<file path="src/rtl/core/uri_esc_pkg.sv">
package uri_esc_pkg;

  localparam int CountWidthDefault = 16;
  localparam int OutCountWidth     = 16;

  // escape_mode codes
  localparam logic [2:0] MODE_URI       = 3'd0;
  localparam logic [2:0] MODE_ARGS      = 3'd1;
  localparam logic [2:0] MODE_HTML      = 3'd2;
  localparam logic [2:0] MODE_REFRESH   = 3'd3;
  localparam logic [2:0] MODE_MEMCACHED = 3'd4;
  localparam logic [2:0] MODE_MAIL_AUTH = 3'd5;

  localparam logic [7:0] CHAR_PERCENT = 8'h25;
  localparam logic [7:0] CHAR_ZERO    = 8'h30;
  // 'A' minus ten
  localparam logic [7:0] CHAR_ALPHA   = 8'h37;

  // bit n of a map is set when byte value n gets escaped
  localparam logic [255:0] MAP_URI = {
    32'hffffffff, 32'hffffffff, 32'hffffffff, 32'hffffffff,
    32'ha8000000, 32'h78000000, 32'hfc00886d, 32'hffffffff};
  localparam logic [255:0] MAP_ARGS = {
    32'hffffffff, 32'hffffffff, 32'hffffffff, 32'hffffffff,
    32'h80000000, 32'h00000000, 32'h80000829, 32'hffffffff};
  localparam logic [255:0] MAP_HTML = {
    32'hffffffff, 32'hffffffff, 32'hffffffff, 32'hffffffff,
    32'h80000000, 32'h00000000, 32'h000000ad, 32'hffffffff};
  localparam logic [255:0] MAP_REFRESH = {
    32'hffffffff, 32'hffffffff, 32'hffffffff, 32'hffffffff,
    32'h80000000, 32'h00000000, 32'h00000085, 32'hffffffff};
  localparam logic [255:0] MAP_MEMCACHED = {
    32'h00000000, 32'h00000000, 32'h00000000, 32'h00000000,
    32'h00000000, 32'h00000000, 32'h00000021, 32'hffffffff};

  typedef enum logic [1:0] {
    PH_HEAD,
    PH_HI,
    PH_LO
  } phase_t;

  typedef struct packed {
    logic [7:0]               data;
    logic                     esc;
    logic                     last;
    logic [OutCountWidth-1:0] count;
  } item_t;

  function automatic logic needs_escape(input logic [2:0] mode, input logic [7:0] b);
    logic [255:0] map;
    case (mode)
      MODE_URI:     map = MAP_URI;
      MODE_ARGS:    map = MAP_ARGS;
      MODE_HTML:    map = MAP_HTML;
      MODE_REFRESH: map = MAP_REFRESH;
      default:      map = MAP_MEMCACHED;
    endcase
    return map[b];
  endfunction

  function automatic logic [7:0] hex_char(input logic [3:0] n);
    logic [7:0] n8;
    n8 = {4'h0, n};
    return (n < 4'd10) ? (CHAR_ZERO + n8) : (CHAR_ALPHA + n8);
  endfunction

endpackage

</file>
<file path="src/rtl/core/uri_esc_expand.sv">
module uri_esc_expand (
  input  logic                                  clk,
  input  logic                                  rst_n,
  input  logic                                  ld_valid,
  output logic                                  ld_ready,
  input  uri_esc_pkg::item_t                    ld_item,
  output logic                                  out_valid,
  input  logic                                  out_ready,
  output logic [7:0]                            out_byte,
  output logic                                  out_run_last,
  output logic                                  out_string_last,
  output logic [uri_esc_pkg::OutCountWidth-1:0] out_escaped_count
);
  import uri_esc_pkg::*;

  logic                     valid_r, valid_nxt;
  phase_t                   phase_r, phase_nxt;
  logic [7:0]               data_r;
  logic                     esc_r;
  logic                     last_r;
  logic [OutCountWidth-1:0] count_r;
  logic [7:0]               byte_r, byte_nxt;
  logic                     run_last_r, run_last_nxt;
  logic                     str_last_r, str_last_nxt;
  logic                     load;

  // free when empty or the final byte of this run is being taken
  assign ld_ready = !valid_r || (out_ready && run_last_r);
  assign load     = ld_valid && ld_ready;

  always_comb begin
    valid_nxt    = valid_r;
    phase_nxt    = phase_r;
    byte_nxt     = byte_r;
    run_last_nxt = run_last_r;
    str_last_nxt = str_last_r;
    if (load) begin
      valid_nxt    = 1'b1;
      phase_nxt    = PH_HEAD;
      byte_nxt     = ld_item.esc ? CHAR_PERCENT : ld_item.data;
      run_last_nxt = !ld_item.esc;
      str_last_nxt = !ld_item.esc && ld_item.last;
    end else if (valid_r && out_ready) begin
      if (run_last_r) begin
        valid_nxt = 1'b0;
      end else begin
        case (phase_r)
          PH_HEAD: begin
            phase_nxt    = PH_HI;
            byte_nxt     = hex_char(data_r[7:4]);
          end
          PH_HI: begin
            phase_nxt    = PH_LO;
            byte_nxt     = hex_char(data_r[3:0]);
            run_last_nxt = 1'b1;
            str_last_nxt = last_r;
          end
          default: begin
            phase_nxt = PH_HEAD;
          end
        endcase
      end
    end
  end

  always_ff @(posedge clk) begin
    if (!rst_n) begin
      valid_r <= 1'b0;
      phase_r <= PH_HEAD;
    end else begin
      valid_r <= valid_nxt;
      phase_r <= phase_nxt;
    end
  end

  always_ff @(posedge clk) begin
    byte_r     <= byte_nxt;
    run_last_r <= run_last_nxt;
    str_last_r <= str_last_nxt;
    if (load) begin
      data_r  <= ld_item.data;
      esc_r   <= ld_item.esc;
      last_r  <= ld_item.last;
      count_r <= ld_item.count;
    end
  end

  assign out_valid         = valid_r;
  assign out_byte          = byte_r;
  assign out_run_last      = run_last_r;
  assign out_string_last   = str_last_r;
  assign out_escaped_count = count_r;

  a_str_last_ends_run: assert property (@(posedge clk) disable iff (!rst_n)
    valid_r && str_last_r |-> run_last_r)
    else $error("string_last without run_last");

  a_esc_run_ends_on_lo: assert property (@(posedge clk) disable iff (!rst_n)
    valid_r && esc_r && run_last_r |-> phase_r == PH_LO)
    else $error("escaped run ended early");

  a_percent_first: assert property (@(posedge clk) disable iff (!rst_n)
    valid_r && esc_r && phase_r == PH_HEAD |-> byte_r == CHAR_PERCENT)
    else $error("escape run does not open with percent");

  a_count_held_in_run: assert property (@(posedge clk) disable iff (!rst_n)
    valid_r && out_ready && !run_last_r |=> valid_r && $stable(count_r))
    else $error("count changed inside a run");

endmodule

</file>
<file path="src/rtl/core/uri_percent_escape.sv">
// channel | direction | handshake             | payload
// in      | input     | in_valid / in_ready   | in_byte, in_is_last
// out     | output    | out_valid / out_ready | out_byte, out_run_last, out_string_last,
//         |           |                       | out_escaped_count
// cfg     | input     | cfg_valid / cfg_ready | cfg_escape_mode
//
// a plain byte gives one byte on the output channel, an escaped byte three ('%', two hex
// digits); the byte-wide result register holds one of these bytes at a time
// an input transaction reaches the output through the input register, then the output register
// an input register and the output register let a new byte enter while a result waits
// synchronous active-low reset clears valid flags, mode (uri) and the escape tally
// cfg_ready is always high; the user must write the mode only while the block is idle (not enforced)
module uri_percent_escape #(
  parameter int COUNT_WIDTH = uri_esc_pkg::CountWidthDefault
) (
  input  logic                                  clk,
  input  logic                                  rst_n,
  input  logic                                  in_valid,
  output logic                                  in_ready,
  input  logic [7:0]                            in_byte,
  input  logic                                  in_is_last,
  output logic                                  out_valid,
  input  logic                                  out_ready,
  output logic [7:0]                            out_byte,
  output logic                                  out_run_last,
  output logic                                  out_string_last,
  output logic [uri_esc_pkg::OutCountWidth-1:0] out_escaped_count,
  input  logic                                  cfg_valid,
  output logic                                  cfg_ready,
  input  logic [2:0]                            cfg_escape_mode
);
  import uri_esc_pkg::*;

  logic [2:0]               escape_mode_r;
  logic                     a_valid_r;
  logic [7:0]               a_byte_r;
  logic                     a_last_r;
  logic [COUNT_WIDTH-1:0]   tally_r, tally_nxt, tally_inc;
  logic [COUNT_WIDTH+OutCountWidth-1:0] tally_ext;
  logic                     a_esc;
  logic                     a_move;
  logic                     b_ready;
  item_t                    a_item;

  assign cfg_ready = 1'b1;

  always_ff @(posedge clk) begin
    if (!rst_n) begin
      escape_mode_r <= MODE_URI;
    end else if (cfg_valid) begin
      escape_mode_r <= cfg_escape_mode;
    end
  end

  assign a_esc     = needs_escape(escape_mode_r, a_byte_r);
  assign tally_inc = (a_esc && (tally_r != {COUNT_WIDTH{1'b1}})) ?
                     tally_r + {{(COUNT_WIDTH-1){1'b0}}, 1'b1} : tally_r;
  assign tally_ext = {{OutCountWidth{1'b0}}, tally_inc};
  assign tally_nxt = a_last_r ? '0 : tally_inc;

  assign a_item.data  = a_byte_r;
  assign a_item.esc   = a_esc;
  assign a_item.last  = a_last_r;
  assign a_item.count = tally_ext[OutCountWidth-1:0];

  assign a_move   = a_valid_r && b_ready;
  assign in_ready = !a_valid_r || b_ready;

  always_ff @(posedge clk) begin
    if (!rst_n) begin
      a_valid_r <= 1'b0;
      tally_r   <= '0;
    end else begin
      if (in_valid && in_ready) begin
        a_valid_r <= 1'b1;
      end else if (a_move) begin
        a_valid_r <= 1'b0;
      end
      if (a_move) begin
        tally_r <= tally_nxt;
      end
    end
  end

  always_ff @(posedge clk) begin
    if (in_valid && in_ready) begin
      a_byte_r <= in_byte;
      a_last_r <= in_is_last;
    end
  end

  uri_esc_expand u_expand (
    .clk               (clk),
    .rst_n             (rst_n),
    .ld_valid          (a_valid_r),
    .ld_ready          (b_ready),
    .ld_item           (a_item),
    .out_valid         (out_valid),
    .out_ready         (out_ready),
    .out_byte          (out_byte),
    .out_run_last      (out_run_last),
    .out_string_last   (out_string_last),
    .out_escaped_count (out_escaped_count)
  );

  a_tally_clears: assert property (@(posedge clk) disable iff (!rst_n)
    a_move && a_last_r |=> tally_r == '0)
    else $error("tally not cleared at end of string");

  a_item_held: assert property (@(posedge clk) disable iff (!rst_n)
    a_valid_r && !b_ready |=> a_valid_r && $stable(a_byte_r))
    else $error("stalled input item lost");

  a_tally_steps_by_one: assert property (@(posedge clk) disable iff (!rst_n)
    a_move && !a_last_r |=> tally_r == $past(tally_r) || tally_r == $past(tally_r) + 1'b1)
    else $error("tally jumped");

endmodule
</file>
<file path="config.mk">
export PLATFORM = sky130hd
export DESIGN_NAME = uri_percent_escape
export DESIGN_NICKNAME = d
export VERILOG_FILES = /design/src/rtl/core/uri_esc_pkg.sv /design/src/rtl/core/uri_esc_expand.sv /design/src/rtl/core/uri_percent_escape.sv
export SDC_FILE = /design/constraint.sdc
export NUM_CORES = 1
export LEC_CHECK = 0
export BUFFER_PORTS_ARGS = -buffer_cell sky130_fd_sc_hd__buf_2
export CAP_MARGIN = 25
export CORE_MARGIN = 3
export CORE_UTILIZATION = 25
export CTS_BUF_LIST = sky130_fd_sc_hd__clkbuf_8
export DETAILED_ROUTE_END_ITERATION = 10
export GPL_TIMING_DRIVEN = 0
export PLACE_DENSITY = 0.4
export SLEW_MARGIN = 20
export SYNTH_ARGS = -nofsm -noshare
export SYNTH_HDL_FRONTEND = slang
export SYNTH_HIERARCHICAL = 1
export SYNTH_SLANG_ARGS = --single-unit
</file>
<file path="constraint.sdc">
create_clock -name clk -period 2.24 [get_ports clk]
set_input_delay 0.112 -clock clk [delete_from_list [all_inputs] [get_ports clk]]
set_output_delay 0.112 -clock clk [all_outputs]
set_load 0.005 [all_outputs]
</file>
Yosys cells after proc, flatten, opt, wreduce, memory -nomap -nowiden

Index checks and enable logic that the tools add are counted.

Flip-flop bits (word level): 67
Bits in latches: 0
Memory bits (writable): 0
ROM bits: 0
Input bits: 17
Output and inout bits: 29
Memories: 0

Add/sub/neg operators: 5
Multiply operators: 0
Div/mod/pow operators: 0
Magnitude comparators: 3
Eq/ne operators: 6
Shift-type cells: 0
Multiplexer cells: 26
Bitwise operators: 2
Reductions and logical operators: 23

Operators with widths:

| operator              | count |
|---|---|
| $pmux 256 s4          | 1 |
| $mux 8                | 6 |
| $mux 16               | 2 |
| $add 6x4->7 const A   | 4 |
| $add 16x1->16 const B | 1 |
| $ne 16x16->1 const B  | 1 |
| $pmux 8 s2            | 1 |
| $mux 1                | 14 |
| $lt 8x9->1 const B    | 1 |
| $bmux 1 s8            | 1 |
| $lt 4x4->1 const B    | 2 |
| $reduce_bool 2->1     | 4 |
| $eq 3x2->1 const B    | 2 |
| $logic_and 1x1->1     | 6 |
| $reduce_and 3->1      | 2 |
| $pmux 2 s2            | 1 |
| $reduce_and 2->1      | 2 |
| $eq 3x1->1 const B    | 1 |
| $logic_not 1->1       | 3 |
| $logic_not 3->1       | 1 |
| $reduce_bool 3->1     | 1 |
| $eq 2x1->1 const B    | 1 |
| $logic_not 2->1       | 1 |
| $logic_or 1x1->1      | 2 |
| other kinds (3)       | 4 |

Longest topological paths before layout

Word-level depth: 7
Mapped depth: 11
Mapped depth without buffers: 9

By module

The synthesis kept the hierarchy.

By module, submodules not included:

| module             | instances | cells each | area an instance (um^2) | seq. area each (um^2) |
|---|---|---|---|---|
| uri_percent_escape | 1         | 212        | 1889.3                  | 670.6 |
| uri_esc_expand     | 1         | 114        | 1632.8                  | 1111.1 |

Worst setup path before layout

No wires, ideal clock.

Path kind: register -> register
From: reg a_byte_r[0]
To: reg u_expand.byte_r[4] (netlist: u_expand/out_byte[4]), data pin
Setup time: 0.257 ns
Arrival time: 2.115 ns
Slack: -0.132 ns
Stages on the path, launching flop included: 10
Path buffers: 1
Period minus slack after synthesis: 2.372 ns
Cells stage by stage: edfxtp_1 clkbuf_2 nand2_1 mux2i_1 a31o_2 a41oi_2 and2_2 a21oi_1 nor3_1 a32o_1

Longest elaborated chain between the ends: 4

RTL lines:

| element                      | line                     | text |
|---|---|---|
| start, declared              | uri_percent_escape.sv:36 | `logic [7:0] a_byte_r;` |
| start signal, assigned       | uri_percent_escape.sv:87 | `a_byte_r <= in_byte;` |
| $bmux 1 s8                   | uri_esc_pkg.sv:58        | `return map[b];` |
| $mux 1 (not written as such) | uri_esc_pkg.sv:58        |  |
| via a_esc                    | uri_percent_escape.sv:40 | `logic a_esc;` |
| $mux 8                       | uri_esc_expand.sv:40     | `byte_nxt = ld_item.esc ? CHAR_PERCENT : ld_item.data;` |
| $mux 8                       | uri_esc_expand.sv:37     | `if (load) begin` |
| via u_expand.byte_nxt[4]     | uri_esc_expand.sv:22     | `logic [7:0] byte_r, byte_nxt;` |
| end signal, assigned         | uri_esc_expand.sv:77     | `byte_r <= byte_nxt;` |
| end, declared                | uri_esc_expand.sv:22     |  |

The timed path passes the listed nets, and every way through them passes these cells. The select of a mux whose other input is x is not followed.
A chain may end at the register's enable or synchronous reset.

Worst setup path after layout

From: reg a_byte_r[1]
To: reg u_expand.byte_r[4] (netlist: u_expand/out_byte[4]), data pin

The elaborated chain is that of the path after synthesis.

==> qor.yml <==
run_status:
  run_status: "complete, but fails checks"
  violations: "setup timing"
logic_synthesis:
  synth_area_sq_um: 3520
  syn_inst: 326
  ys_warn_count: 6
  synth_area_leader_cell: "edfxtp_1"
  synth_area_leaders: "edfxtp_1, dfxtp_1, nand2_1"
  synthesis.nets: 346
  synth_enable_flop_cells: 44
  synth_top_cell_area_share_pct: 37.5
  ys_ff_latch: 67
  syn_avg_cell_area_sq_um: 10.8
  synthArstFlopShare_pct: 0
  ys_dominant_reg_cell: "edfxtp_1"
  synth_seq_area_share_pct: 50.6
  yosysUniqueCellTypes: 70
route:
  drtAntennaViolNets: 0
  avgViaCountPerCell: 4.72
  routed_wl_um: 9040
  wl_per_cell_um: 15.5
  drt_drc_violations_left: 0
  firstDrtPassIters: 4
  vias: 2755
  drtIter0Drc: 126
timing:
  skew_ns: 0.00903
  final-hold-violation-count: 0
  max_freq_mhz: 438
  period_needed_ns: 2.28
  fin_ws_ns: -0.0424
  hold_ws_ns: 0.0112
  max_slew_margin_pct: 53.6
  finalCritPeriodShare_pct: 102
  rsz0062_at_grt: "yes"
  worst_pin_slew_ns: 0.695
  setup_viol: 11
  drv_slew: 0
clocking:
  clk_pin_slew_ns: 0.08
  htreeDepth: 3
  root_buffer: "clkbuf_8"
  cts_buffer_depth: 2
  clock_latency_ns: 0.36
  cts_tree: "built"
  cts-buffers-inserted: 9
  clock_sinks: 67
die:
  rows: 42
  core_sq_um: 13500
  ios: 46
  die_w_um: 125
  dieArea_sq_um: 15500
  initial_core_util_pct: 26.1
  die_y_um: 125
pwr:
  leakagePower_nw: 1.75
  peakVddDrop_uv: 241
  p_per_area_nw_per_um2: 629
global_routing:
  grt-ovfl-total: 0
  grt_max_degree: 29
  antenna_found_initial: 0
  grt_pass1_wl_um: 14300
  grt_pass1_vias: 2646
  grtUsageTotal_pct: 11.6
job:
  maxCapViolations: 0
critical_path:
  cp.required_ns: 2.35
  reg2reg_depth: 9
  r2r-start: "a_byte_r[1]"
  reg2reg_slack_ns: -0.04
  crit_path_end: "u_expand/out_byte[4]"
  cp-start-kind: "flip-flop"
  critPathLaunch: "a_byte_r[1]"
  arrival_ns: 2.40
  cp-end-kind: "flip-flop"
  critPathKind: "flip-flop to flip-flop"
  r2r-end: "u_expand/out_byte[4]"
  worst-path-max-fanout: 8
final_layout:
  fin_nets: 423
  final_layout_size_suffix_gt1_share_pct: 35.8
  multi_input_comb_area_sq_um: 1790
  nFillCells: 1357
  finish.utilization_pct: 34.2
  final_cell_area_sq_um: 4620
  seq_area_sq_um: 1780
  syn2layout_area_growth_pct: 31.1
  final_cells: 584
  n_antenna_cell: 0
place:
  port_buffers: 44
  dp.cells: 546
  post-place-ws_ns: -0.414
  dp_hpwl_um: 5980
  place_area_sq_um: 3970
  gp_congestion: 0.809
hold_path:
  holdCritPathClass: "input port to flip-flop"
## worst min-delay path by stage
stage,startpoint,to,depth (start not counted)
floorplan,in_byte[0],a_byte_r[0],0
global placement,in_byte[3],a_byte_r[3],1
detailed placement,in_byte[1],a_byte_r[1],1
CTS,cfg_escape_mode[0],escape_mode_r[0],3
global route,cfg_escape_mode[0],escape_mode_r[0],3
finish,cfg_escape_mode[0],escape_mode_r[0],3
## cells by family after synthesis
family | synth area share, %
flops | 50.6
xor+xnor | 3.23
mux | 3.52
buf+inv | 4.69
other cells | 0.106
simple gates | 19.9
fa+ha+maj | 1.07
compound gates | 16.9
## flip-flops by register name (all words and copies together), names as in the netlist, 2 cells and up
| signal | flops |
|---|---|
| tally_r | 16 |
| u_expand/phase_r | 2 |
| u_expand/out_escaped_count | 16 |
| escape_mode_r | 3 |
| u_expand/data_r | 8 |
| u_expand/out_byte | 8 |
| a_byte_r | 8 |
## report_power, final
group          internal [mW]  switching [mW]
logic                  0.153           0.181
clock network          0.648           0.496
registers               1.38          0.0454
total                   2.18           0.723
## area by class of cell
class / instances / area share (%)
well taps: 176 / 4.77
clock buffers: 10 / 2.98
multi-input cells: 227 / 38.8
flip-flops and latches: 67 / 38.6
clock inverters: 6 / 1.73
inverters: 17 / 1.38
plain buffers: 11 / 1.87
repair buffers: 70 / 9.89
## worst max-delay path, stage by stage, from the launching register on
cell and delay [ns]:
edfxtp_1 0.42, buf_6 0.16, nor3b_1 0.13, a21oi_1 0.13
o211ai_1 0.10, a32o_2 0.30, and2_4 0.18, a21oi_4 0.28
nor3_2 0.10, a32o_2 0.24
## layer usage
layer | vias up | GRT usage [%] | wire length [um]
li1 | 1369 | - | -
met4 | 0 | 4.84 | 165
met3 | 12 | 2.66 | 358
met2 | 62 | 16.9 | 3800
met1 | 1312 | 16.4 | 4720
met5 | - | 0 | 0
## Yosys cell counts (all sizes together) (5+ instances only)
cell	n
nand4	6
a21o	6
nand3	10
a211o	5
and3	6
clkbuf	5
nand2	31
o211ai	8
inv	17
nand2b	10
and2	6
nor2	13
nor3	10
o21ai	7
mux2i	9
a21oi	15
edfxtp	44
dfxtp	23
nor2b	10
xnor2	10
buf	11
## layout by cell type, fill, tap and decap left out, drive strengths merged, types with 3 or more instances in the layout
| master | count |
|---|---|
| buf | 68 |
| edfxtp | 44 |
| nand2 | 31 |
| dfxtp | 23 |
| inv | 18 |
| a21oi | 16 |
| clkbuf | 13 |
| nor2 | 13 |
| xnor2 | 10 |
| dlygate4sd3 | 10 |
| nand2b | 10 |
| nand3 | 10 |
| nor3 | 10 |
| nor2b | 10 |
| mux2i | 9 |
| o211ai | 8 |
| o21ai | 7 |
| nand4 | 6 |
| and3 | 6 |
| and2 | 6 |
| a21o | 6 |
| a211o | 5 |
| o21bai | 4 |
| a211oi | 4 |
| o311ai | 4 |
| xor2 | 3 |
| ha | 3 |
| a31oi | 3 |
| a32o | 3 |
| mux2 | 3 |
| nor4 | 3 |
| or4 | 3 |
| a21boi | 3 |
## repair_timing
action | 4_1_cts | 5_1_grt
setup endpoints to repair | 40 | 41
cloned | 1 | 1
hold buffers | 10 | 0
resized for setup | 21 | 37
hold endpoints to repair | 10 | 0
setup buffers | 10 | 5
pin swaps | 9 | 17
## through the flow
| step | TNS, ns | total power, mW |
|---|---|---|
| after floorplan | -0.00992 | 1.61 |
| after global placement | -9.49 | 1.72 |
| after detailed placement | -9.47 | 1.72 |
| after CTS | -1.17 | 2.91 |
| after global routing | -3.48 | 3.02 |
| final | -0.189 | 2.90 |
Note: power is estimated with default switching activity, not from simulation.
